===== src/sv/mvt_pkg.sv =====
`timescale 1ns / 1ps

package mvt_pkg;

   localparam int DIM       = 4;
   localparam int FRAC_BITS = 16;
   localparam int DATA_W    = 32;
   localparam int PROD_W    = 2 * DATA_W;
   localparam int PAIR_W    = PROD_W + 1;
   localparam int SUM_W     = PROD_W + 2;
   localparam int ELEMS     = DIM * DIM;
   localparam int IDX_W     = $clog2(ELEMS);
   localparam int QDEPTH    = 4;
   localparam int PTR_W     = $clog2(QDEPTH);

   localparam logic signed [DATA_W-1:0] QMAX = {1'b0, {(DATA_W-1){1'b1}}};
   localparam logic signed [DATA_W-1:0] QMIN = {1'b1, {(DATA_W-1){1'b0}}};

   typedef enum logic {
      FUNC_LOAD  = 1'b0,
      FUNC_XFORM = 1'b1
   } func_type;

   typedef struct packed {
      func_type                      func;
      logic [IDX_W-1:0]              index;
      logic [DATA_W-1:0]             value;
      logic [DIM-1:0][DATA_W-1:0]    vec;
   } cmd_type;

endpackage


===== src/sv/mvt_front.sv =====
`timescale 1ns / 1ps

module mvt_front (
   input  logic                       clock,
   input  logic                       reset,
   input  logic                       req_valid,
   output logic                       req_stall,
   input  logic                       req_func,
   input  logic [3:0]                 req_elem_index,
   input  logic signed [31:0]         req_elem_value,
   input  logic signed [31:0]         req_vec_x,
   input  logic signed [31:0]         req_vec_y,
   input  logic signed [31:0]         req_vec_z,
   input  logic signed [31:0]         req_vec_w,
   input  logic                       q_pop,
   output logic                       q_valid,
   output mvt_pkg::cmd_type           q_cmd
);

   mvt_pkg::cmd_type                  slot_ff [mvt_pkg::QDEPTH];
   mvt_pkg::cmd_type                  cmd_in;
   logic [mvt_pkg::PTR_W-1:0]         wr_ptr_ff, wr_ptr_in;
   logic [mvt_pkg::PTR_W-1:0]         rd_ptr_ff, rd_ptr_in;
   logic [mvt_pkg::PTR_W:0]           count_ff, count_in;
   logic                              push;

   // classify the incoming transfer
   always_comb begin
      cmd_in.func  = mvt_pkg::func_type'(req_func);
      cmd_in.index = req_elem_index;
      cmd_in.value = req_elem_value;
      cmd_in.vec   = {req_vec_w, req_vec_z, req_vec_y, req_vec_x};
   end

   assign req_stall = (count_ff == (mvt_pkg::PTR_W+1)'(mvt_pkg::QDEPTH));
   assign push      = req_valid && !req_stall;
   assign q_valid   = (count_ff != '0);
   assign q_cmd     = slot_ff[rd_ptr_ff];

   always_comb begin
      wr_ptr_in = push  ? wr_ptr_ff + 1'b1 : wr_ptr_ff;
      rd_ptr_in = q_pop ? rd_ptr_ff + 1'b1 : rd_ptr_ff;
      count_in  = count_ff;
      if (push && !q_pop) begin
         count_in = count_ff + 1'b1;
      end else if (!push && q_pop) begin
         count_in = count_ff - 1'b1;
      end
   end

   always_ff @(posedge clock) begin
      if (reset) begin
         wr_ptr_ff <= '0;
         rd_ptr_ff <= '0;
         count_ff  <= '0;
      end else begin
         wr_ptr_ff <= wr_ptr_in;
         rd_ptr_ff <= rd_ptr_in;
         count_ff  <= count_in;
      end
   end

   always_ff @(posedge clock) begin
      if (push) begin
         slot_ff[wr_ptr_ff] <= cmd_in;
      end
   end

   a_count_bound: assert property (@(posedge clock) disable iff (reset)
      count_ff <= (mvt_pkg::PTR_W+1)'(mvt_pkg::QDEPTH))
      else $error("queue count above depth");

   a_pop_nonempty: assert property (@(posedge clock) disable iff (reset)
      q_pop |-> q_valid)
      else $error("pop from empty queue");

   a_push_count: assert property (@(posedge clock) disable iff (reset)
      push && !q_pop |=> count_ff == $past(count_ff) + 1'b1)
      else $error("queue count missed a push");

endmodule


===== config.mk =====
export PLATFORM = sky130hd
export DESIGN_NAME = mvt_front
export DESIGN_NICKNAME = d
export VERILOG_FILES = /design/src/sv/mvt_pkg.sv /design/src/sv/mvt_front.sv
export SDC_FILE = /design/constraint.sdc
export NUM_CORES = 1
export LEC_CHECK = 0
export ABC_AREA = 1
export BUFFER_PORTS_ARGS = -buffer_cell sky130_fd_sc_hd__buf_2
export CORE_ASPECT_RATIO = 1.5
export CORE_MARGIN = 4
export CORE_UTILIZATION = 50
export CTS_CLUSTER_SIZE = 12
export DETAILED_ROUTE_END_ITERATION = 8
export PLACE_DENSITY = 0.71
export SYNTH_ARGS = -nofsm -noshare
export SYNTH_HDL_FRONTEND = slang
export SYNTH_SLANG_ARGS = --single-unit

===== constraint.sdc =====
create_clock -name clock -period 20.1 [get_ports clock]
set_input_delay 1.005 -clock clock [delete_from_list [all_inputs] [get_ports clock]]
set_output_delay 1.005 -clock clock [all_outputs]
set_load 0.02 [all_outputs]

==> impl_metrics.tcl, run 1 <==
set metrics [dict create \
    synth.top_cells.by_area "edfxtp_1, o21ai_0, nor2_1" \
    rsz0062_at_grt "false" \
    crit_type "flop to output port" \
    postCtsSetupRepairBufs 0 \
    syn_avg_cell_area_um2 15.0 \
    coreArea_um2 49500 \
    crit_path_end_kind "output port" \
    grt_util_met3_pct 4.78 \
    finalNonFillerCells 2676 \
    cts_sinks 669 \
    setup_viol 0 \
    drc_errors 0 \
    dpl_worst_slack_ns 15.39 \
    synth_cells 1661 \
    viasPerCell 5.62 \
    rows 100 \
    async_flop_share_pct 0 \
    antenna_found_initial 16 \
    root_buffer "clkbuf_16" \
    hpwl_mm 31.0 \
    grt_use_met2_pct 35.2 \
    status "complete, no violations" \
    cp_cell_sequence "inv_8, buf_4, buf_4, o21ai_0, o22ai_1, buf_2" \
    post_cts_resized 0 \
    grt_util_met1_pct 23.4 \
    htree_levels 3 \
    p_leak_nw 9.89 \
    synth_common_cells "edfxtp_1, nor2_1, o21ai_0" \
    synth_cell_type_count 20 \
    cts_tree "built" \
    worst_ir_drop_vdd_v 0.0000901 \
    grt_busiest_layer "met2" \
    post-route-period-util_pct 26.1 \
    synthToLayoutAreaGrowth_pct 15.5 \
    die_x_um 190 \
    synth-edff-count 660 \
    yosys_warnings 0 \
    synth_nets 1836 \
    slowest_delay_ns 0.82 \
    dr.first_iter.drc_count 1172 \
    clk-insertion-delay-late_ns 0.57 \
    critPathBufInv 4 \
    grt_overflow 0 \
    die_y_um 282 \
    utilization_pct 58.1 \
    wire_per_inst_um 20.9 \
    grt_max_degree 179 \
    path_common_cell "buf_4" \
    slowest_stage "inv_8" \
    finalMaxSlewViolations 0 \
    yosysMostFrequentCell "edfxtp_1" \
    grt_pass1_wl_mm 84.4 \
    maxSlewHeadroom_pct 27.2 \
    fillers 3837 \
    globalplace.congestion 0.784 \
    ys_seq_area_share_pct 80.2 \
    grt_use_total_pct 20.2 \
    dr.pass1.iters 5 \
    finClkSkew_ns 0.0247 \
    cts_hold_buf 0 \
    cellPowerDensity_nw_per_um2 108 \
    mappedNetlistArea_um2 24900 \
    fin_ws_ns 14.86 \
    wl_mm 55.9 \
    ctsLongestPathBuffers 3 \
    post-route-min-period_ns 5.24 \
    grt_pass1_vias 15500 \
    vias 15000 \
    hold_path.class "flop to flop" \
    finalHoldViolCount 0 \
    dieArea_um2 53600 \
    cts.clk_slew.worst_paths_ns 0.06 \
    cts_made_buffers 66 \
    boundaryPins 336 \
    netlist.area_leader.share_pct 79.5 \
    crit_family "buffers and inverters" \
    fmax_mhz 191 \
    yosys.area.top_type "edfxtp_1" \
    drv_cap 0 \
    tightest_slew_ns 1.09 \
    required_ns 19.09 \
    ant_nets 0 \
    drive_gt1_share_pct 21.6 \
    io_buffers 335 \
    fin_nets 2147 \
    arrival_ns 4.24 \
    start_util_pct 50.3 \
    start_kind "flop" \
    fin_setup_tns_ns 0 \
    dp.cells 2567 \
    synth_seq_cells 669 \
    crit_fanout 178 \
    yosys_most_used_dff "edfxtp_1" \
]
==> kinds of logic after synthesis <==
kind of cell | after synthesis | share of synthesized area, %
AO/OA/AOI/OAI | 504 | 10.9
buffers and inverters | 129 | 3.19
flip-flops | 669 | 80.2
adder cells (fa/ha/maj) | 6 | 0.331
AND/OR/NAND/NOR | 353 | 5.36
==> registers in the layout, summed over array words and instances (netlist names), named ones only <==
| name | count |
|---|---|
| count_ff | 3 |
| rd_ptr_ff | 2 |
| slot_ff | 660 |
| wr_ptr_ff | 2 |
==> final cells by class <==
type                       instances  area (um2)  area share (%)
timing repair buffer             352        1830            6.35
clock buffer                      85        1740            6.06
multi-input combinational        863        4180            14.5
antenna                           16        40.0           0.139
sequential                       669       20000            69.5
clock inverter                     8        85.1           0.295
tap                              663         830            2.88
inverter                          20        85.1           0.295
==> layout by cell type (no fill, tap or decap) <==
cell	n
edfxtp_1	660
nand2_1	8
nand3_1	4
clkinv_8	4
clkinv_1	3
o22ai_1	165
nor2_4	4
inv_6	1
inv_8	1
inv_4	1
nor2_1	335
o21ai_0	267
clkbuf_16	67
inv_1	18
nand4_1	1
ha_1	5
buf_2	335
diode_2	16
clkbuf_1	18
buf_4	15
dfxtp_1	7
buf_12	2
o21ai_1	67
fa_1	1
nand3b_1	1
a21oi_1	5
dfxtp_4	2
==> layer usage <==
metal	share of wire [%]	vias up	wire length (um)
li1	-	6911	-
met1	37	7479	20900
met2	52	496	28900
met3	6.5	129	3660
met4	4.1	12	2300
met5	0.14	-	78
==> stage by stage <==
stage | power [mW] | hold WS, ns | area [um2]
floorplan | 1.94 | 0.412 | 24900
global placement | 2.05 | 0.416 | 26900
detailed placement | 2.06 | 0.431 | 26900
CTS | 3.13 | 0.438 | 28800
global route | 3.23 | 0.457 | 28800
finish | 3.10 | 0.437 | 28800
==> final timing paths <==
path | from | to | slack [ns] | depth (start not counted)
worst min-delay path | rd_ptr_ff[1]$_SDFFE_PP0P_ | flop | 0.44 | 1
worst max register to register | count_ff[0]$_SDFFE_PP0P_ | slot_ff[1][51]$_DFFE_PP_ | 16.58 | 6
worst min register to register | rd_ptr_ff[1]$_SDFFE_PP0P_ | flop | 0.44 | 1
worst max-delay path | flop | q_cmd[90] | 14.86 | 6
==> power breakdown <==
group          internal, mW  total (mW)  switching, mW
Clock                 0.607        1.08          0.470
Combinational        0.0975       0.362          0.264
Sequential             1.64        1.66         0.0255
Power figures use the tool's default switching activity.
==> run 2, diff against run 1 <==
==> constraint.sdc (replaced) <==
create_clock -name clock -period 5.1 [get_ports clock]
set_input_delay 0.255 -clock clock [delete_from_list [all_inputs] [get_ports clock]]
set_output_delay 0.255 -clock clock [all_outputs]
set_load 0.02 [all_outputs]
==> run 2 against run 1 <==
Effect of this change:
- critical path depth fell by 1
- sequential power increased to 3.9 times the previous value
- first-iteration DRC count decreased by 4.2%
- cell count is 5.8% higher
- largest cell class unchanged
==> impl_metrics.tcl, run 2 (synthesis results as in run 1) <==
set metrics [dict create \
    antenna_found_initial 3 \
    grt_max_degree 221 \
    hold_path.class "input pin to flop" \
    fin_nets 2315 \
    critPathBufInv 3 \
    post-route-min-period_ns 3.29 \
    ant_nets 0 \
    grt_busiest_layer "met2" \
    finClkSkew_ns 0.0335 \
    crit_family "buffers and inverters" \
    crit_type "flop to output port" \
    die_y_um 282 \
    fin_ws_ns 1.81 \
    synthToLayoutAreaGrowth_pct 22.4 \
    cts.clk_slew.worst_paths_ns 0.06 \
    grt_util_met1_pct 24.5 \
    fmax_mhz 304 \
    coreArea_um2 49500 \
    regMostFlops "slot_ff" \
    top_regs "slot_ff: 660 flops, count_ff: 3 flops" \
    setup_viol 0 \
    crit_path_end_kind "output port" \
    dr.pass1.iters 5 \
    cts_made_buffers 66 \
    maxSlewHeadroom_pct 17.4 \
    grt_util_met3_pct 4.16 \
    pwr-share-clk_pct 34.5 \
    grt_use_met2_pct 37.8 \
    drc_errors 0 \
    p_sw_mw 3.06 \
    io_buffers 335 \
    dr.first_iter.drc_count 1123 \
    grt_pass1_wl_mm 88.1 \
    cellPowerDensity_nw_per_um2 406 \
    tightest_slew_ns 1.24 \
    rrSetupSlack_ns 2.46 \
    boundaryPins 336 \
    ctsLongestPathBuffers 3 \
    utilization_pct 61.6 \
    cp_cell_sequence "inv_8, buf_4, nor2_1, o22ai_1, buf_2" \
    globalplace.congestion 0.741 \
    largest_reg_flops 660 \
    status "complete, no violations" \
    grt_overflow 0 \
    dpl_worst_slack_ns 2.39 \
    drive_gt1_share_pct 20.0 \
    cts_sinks 669 \
    pwr-share-seq_pct 52.8 \
    start_kind "flop" \
    swShare_pct 24.7 \
    worst_ir_drop_vdd_v 0.000318 \
    cts_tree "built" \
    postCtsSetupRepairBufs 0 \
    htree_levels 3 \
    internal_power_mw 9.33 \
    post-route-period-util_pct 64.6 \
    dieArea_um2 53600 \
    root_buffer "clkbuf_16" \
    grt_pass1_vias 16500 \
    slowest_stage "inv_8" \
    rsz0062_at_grt "false" \
    viasPerCell 5.61 \
    drv_cap 0 \
    die_x_um 190 \
    rows 100 \
    hpwl_mm 31.2 \
    holdWs_ns 0.0519 \
    crit_fanout 196 \
    required_ns 4.85 \
    arrival_ns 3.04 \
    grt_use_total_pct 20.9 \
    finalHoldViolCount 0 \
    start_util_pct 50.3 \
    finalMaxSlewViolations 0 \
    wire_per_inst_um 20.5 \
    vias 15900 \
    clk-insertion-delay-late_ns 0.59 \
    p_leak_nw 10.6 \
    pwr-share-comb_pct 12.7 \
    wl_mm 58.2 \
    final_common_cell "edfxtp_1" \
    final_cell_mix "edfxtp_1, nor2_1, buf_2" \
    slowest_delay_ns 0.79 \
]
## run 2: area by class of cell
type | count | area, um2
diodes | 3 | 7.51
clock buffers | 86 | 1750
clock inverters | 7 | 85.1
fillers | 3634 | 19000
inverters | 20 | 85.1
multi-input cells | 863 | 4180
flip-flops and latches | 669 | 20000
well taps | 663 | 830
repair buffers | 520 | 3600
## run 2: path summary, 6_finish.rpt
check	startpoint	to	depth (start not counted)
max	flop	q_cmd[106]	5
min	reset	wr_ptr_ff[0]$_SDFFE_PP0P_	4
max reg2reg	count_ff[0]$_SDFFE_PP0P_	slot_ff[2][114]$_DFFE_PP_	5
min reg2reg	rd_ptr_ff[1]$_SDFFE_PP0P_	flop	1
## run 2: repair_timing
action	in CTS	in global routing
resized for setup	0	0
hold endpoints to repair	666	0
hold buffers	167	0
## run 2: power by group through the flow
stage | sequential, mW | combinational (mW) | clock [mW]
global route | 6.56 | 1.70 | 4.61
global placement | 6.64 | 1.44 | 0
floorplan | 6.68 | 0.906 | 0
finish | 6.54 | 1.57 | 4.27
detailed placement | 6.65 | 1.47 | 0
CTS | 6.54 | 1.59 | 4.37
## run 2: through the flow
step | area, um2 | total power, mW | setup TNS (ns) | cells
finish | 30500 | 12.4 | 0 | 2831
floorplan | 25000 | 7.58 | -276.39 | 1661
global placement | 27000 | 8.07 | 0 | 2568
CTS | 30500 | 12.5 | 0 | 2828
detailed placement | 27000 | 8.13 | 0 | 2568
global route | 30500 | 12.9 | 0 | 2830
## run 2: metal layers
layer,part of all wire (%),wire length (um)
met3,6.6,3810
met1,37,21700
met2,53,30800
met5,0,0
met4,3.1,1830
## run 2: worst reg2reg max path, delay by kind of cell (launching register included)
family	cells	cell delay, ns
simple gates	3	1.17
buf+inv	2	0.71
flops	1	0.36
==> run 3, diff against run 2 <==
--- a/config.mk
+++ b/config.mk
@@ -12,7 +12,7 @@
 export CORE_UTILIZATION = 50
 export CTS_CLUSTER_SIZE = 12
 export DETAILED_ROUTE_END_ITERATION = 8
-export PLACE_DENSITY = 0.71
+export PLACE_DENSITY = 0.74
 export SYNTH_ARGS = -nofsm -noshare
 export SYNTH_HDL_FRONTEND = slang
 export SYNTH_SLANG_ARGS = --single-unit
==> constraint.sdc (replaced) <==
create_clock -name clock -period 2.9 [get_ports clock]
set_input_delay 0.145 -clock clock [delete_from_list [all_inputs] [get_ports clock]]
set_output_delay 0.145 -clock clock [all_outputs]
set_load 0.02 [all_outputs]
==> run 3 against run 2 <==
Effect of this change:
- non-clock buffer count rose by 10
- worst hold slack improved by 0.26 ns
- design area increased by 0.76%
- flip-flop and latch count did not move
- clock skew is 0.015 ns lower
- clock-buffer cell count fell by 7
- clock power increased by 77%
- cell count up 0.42%
- worst setup slack got worse by 1.5 ns
==> impl_metrics.tcl, run 3 (synthesis results as in run 1) <==
set metrics [dict create \
    status "complete, no violations" \
    clk-insertion-delay-late_ns 0.57 \
    required_ns 2.76 \
    ctsLongestPathBuffers 3 \
    dr.pass1.iters 5 \
    fmax_mhz 385 \
    grt_use_total_pct 21.7 \
    fin_nets 2326 \
    wire_per_inst_um 21.0 \
    cts.clk_slew.worst_paths_ns 0.06 \
    dieArea_um2 53600 \
    tightest_slew_ns 0.915 \
    p_leak_nw 10.7 \
    crit_path_end_kind "output port" \
    finalHoldViolCount 0 \
    crit_type "flop to output port" \
    start_util_pct 50.3 \
    io_buffers 335 \
    dr.first_iter.drc_count 1218 \
    grt_max_degree 171 \
    crit_fanout 96 \
    cellPowerDensity_nw_per_um2 712 \
    largest_reg_flops 660 \
    cts_tree "built" \
    rows 100 \
    root_buffer "clkbuf_16" \
    post_cts_resized 0 \
    start_kind "flop" \
    rrSetupSlack_ns 0.93 \
    finalMaxSlewViolations 0 \
    post-route-min-period_ns 2.60 \
    synthToLayoutAreaGrowth_pct 23.4 \
    die_x_um 190 \
    boundaryPins 336 \
    worst_ir_drop_vdd_v 0.000515 \
    fin_ws_ns 0.304 \
    vias 16000 \
    grt_overflow 0 \
    post-route-period-util_pct 89.5 \
    setup_viol 0 \
    final_common_cell "edfxtp_1" \
    wl_mm 59.6 \
    drc_errors 0 \
    rsz0062_at_grt "false" \
    fin_setup_tns_ns 0 \
    finClkSkew_ns 0.0188 \
    grt_pass1_vias 16900 \
    htree_levels 3 \
    dpl_worst_slack_ns 0.870 \
    globalplace.congestion 0.776 \
    viasPerCell 5.62 \
    regMostFlops "slot_ff" \
    hpwl_mm 32.2 \
    die_y_um 282 \
    cts_sinks 669 \
    cts_made_buffers 67 \
    antenna_found_initial 8 \
    top_regs "slot_ff: 660 flops, count_ff: 3 flops" \
    maxSlewHeadroom_pct 39.0 \
    final_cell_mix "edfxtp_1, nor2_1, buf_2" \
    grt_pass1_wl_mm 90.4 \
    drive_gt1_share_pct 20.8 \
    utilization_pct 62.1 \
    coreArea_um2 49500 \
    hold_path.class "input pin to flop" \
    arrival_ns 2.45 \
    drv_cap 0 \
    ant_nets 0 \
]
-- run 3: timing repair --
| action | 4_1_cts | 5_1_grt |
|---|---|---|
| buffers inserted | 0 | 0 |
| hold buffers | 170 | 0 |
| endpoints found under the hold margin | 669 | 0 |
-- run 3: layer usage --
| layer | up-vias | routed length [um] | GRT usage, % |
|---|---|---|---|
| met1 | 7907 | 22100 | 25.2 |
| met5 | - | 0 | 0 |
| li1 | 7248 | - | - |
| met2 | 694 | 31000 | 38.3 |
| met4 | 0 | 2410 | 10.9 |
| met3 | 141 | 4070 | 4.19 |
-- run 3: area by class of cell --
class                           instances  area, um2
Antenna cell                            8       20.0
Timing Repair Buffer                  530       3750
Inverter                               20       85.1
Tap cell                              663        830
Clock buffer                           79       1760
Clock inverter                         11       97.6
Multi-Input combinational cell        863       4210
Fill cell                            3527      18800
Sequential cell                       669      20000
-- run 3: critical path, cell delays in order (launching register included) --
cell	delay (ns)
dfxtp_4	0.38
inv_8	0.41
buf_4	0.48
o21ai_0	0.17
o22ai_1	0.18
buf_2	0.21
-- run 3: final timing paths --
| path | from | endpoint | cells after the start |
|---|---|---|---|
| hold / removal | req_vec_x[0] | slot_ff[2][0]$_DFFE_PP_ | 2 |
| setup / recovery | flop | q_cmd[97] | 5 |
| setup reg to reg | count_ff[0]$_SDFFE_PP0P_ | wr_ptr_ff[0]$_SDFFE_PP0P_ | 7 |
| hold reg to reg | rd_ptr_ff[1]$_SDFFE_PP0P_ | flop | 1 |
-- run 3: where the power goes --
part	switching (mW)	internal (mW)	leakage, nW
combinational	1.96	0.878	3.69
sequential	0.157	11.3	6.12
clock	3.28	4.29	0.906
-- run 3: stage by stage --
stage                     total power [mW]  cell area [um2]  instances  hold WS [ns]
after floorplan                       13.3            25000       1661         0.244
after global placement                14.3            27200       2575         0.353
after detailed placement              14.3            27200       2575         0.359
after CTS                             22.1            30700       2835         0.283
after global routing                  22.7            30800       2842         0.299
final                                 21.9            30800       2843         0.309
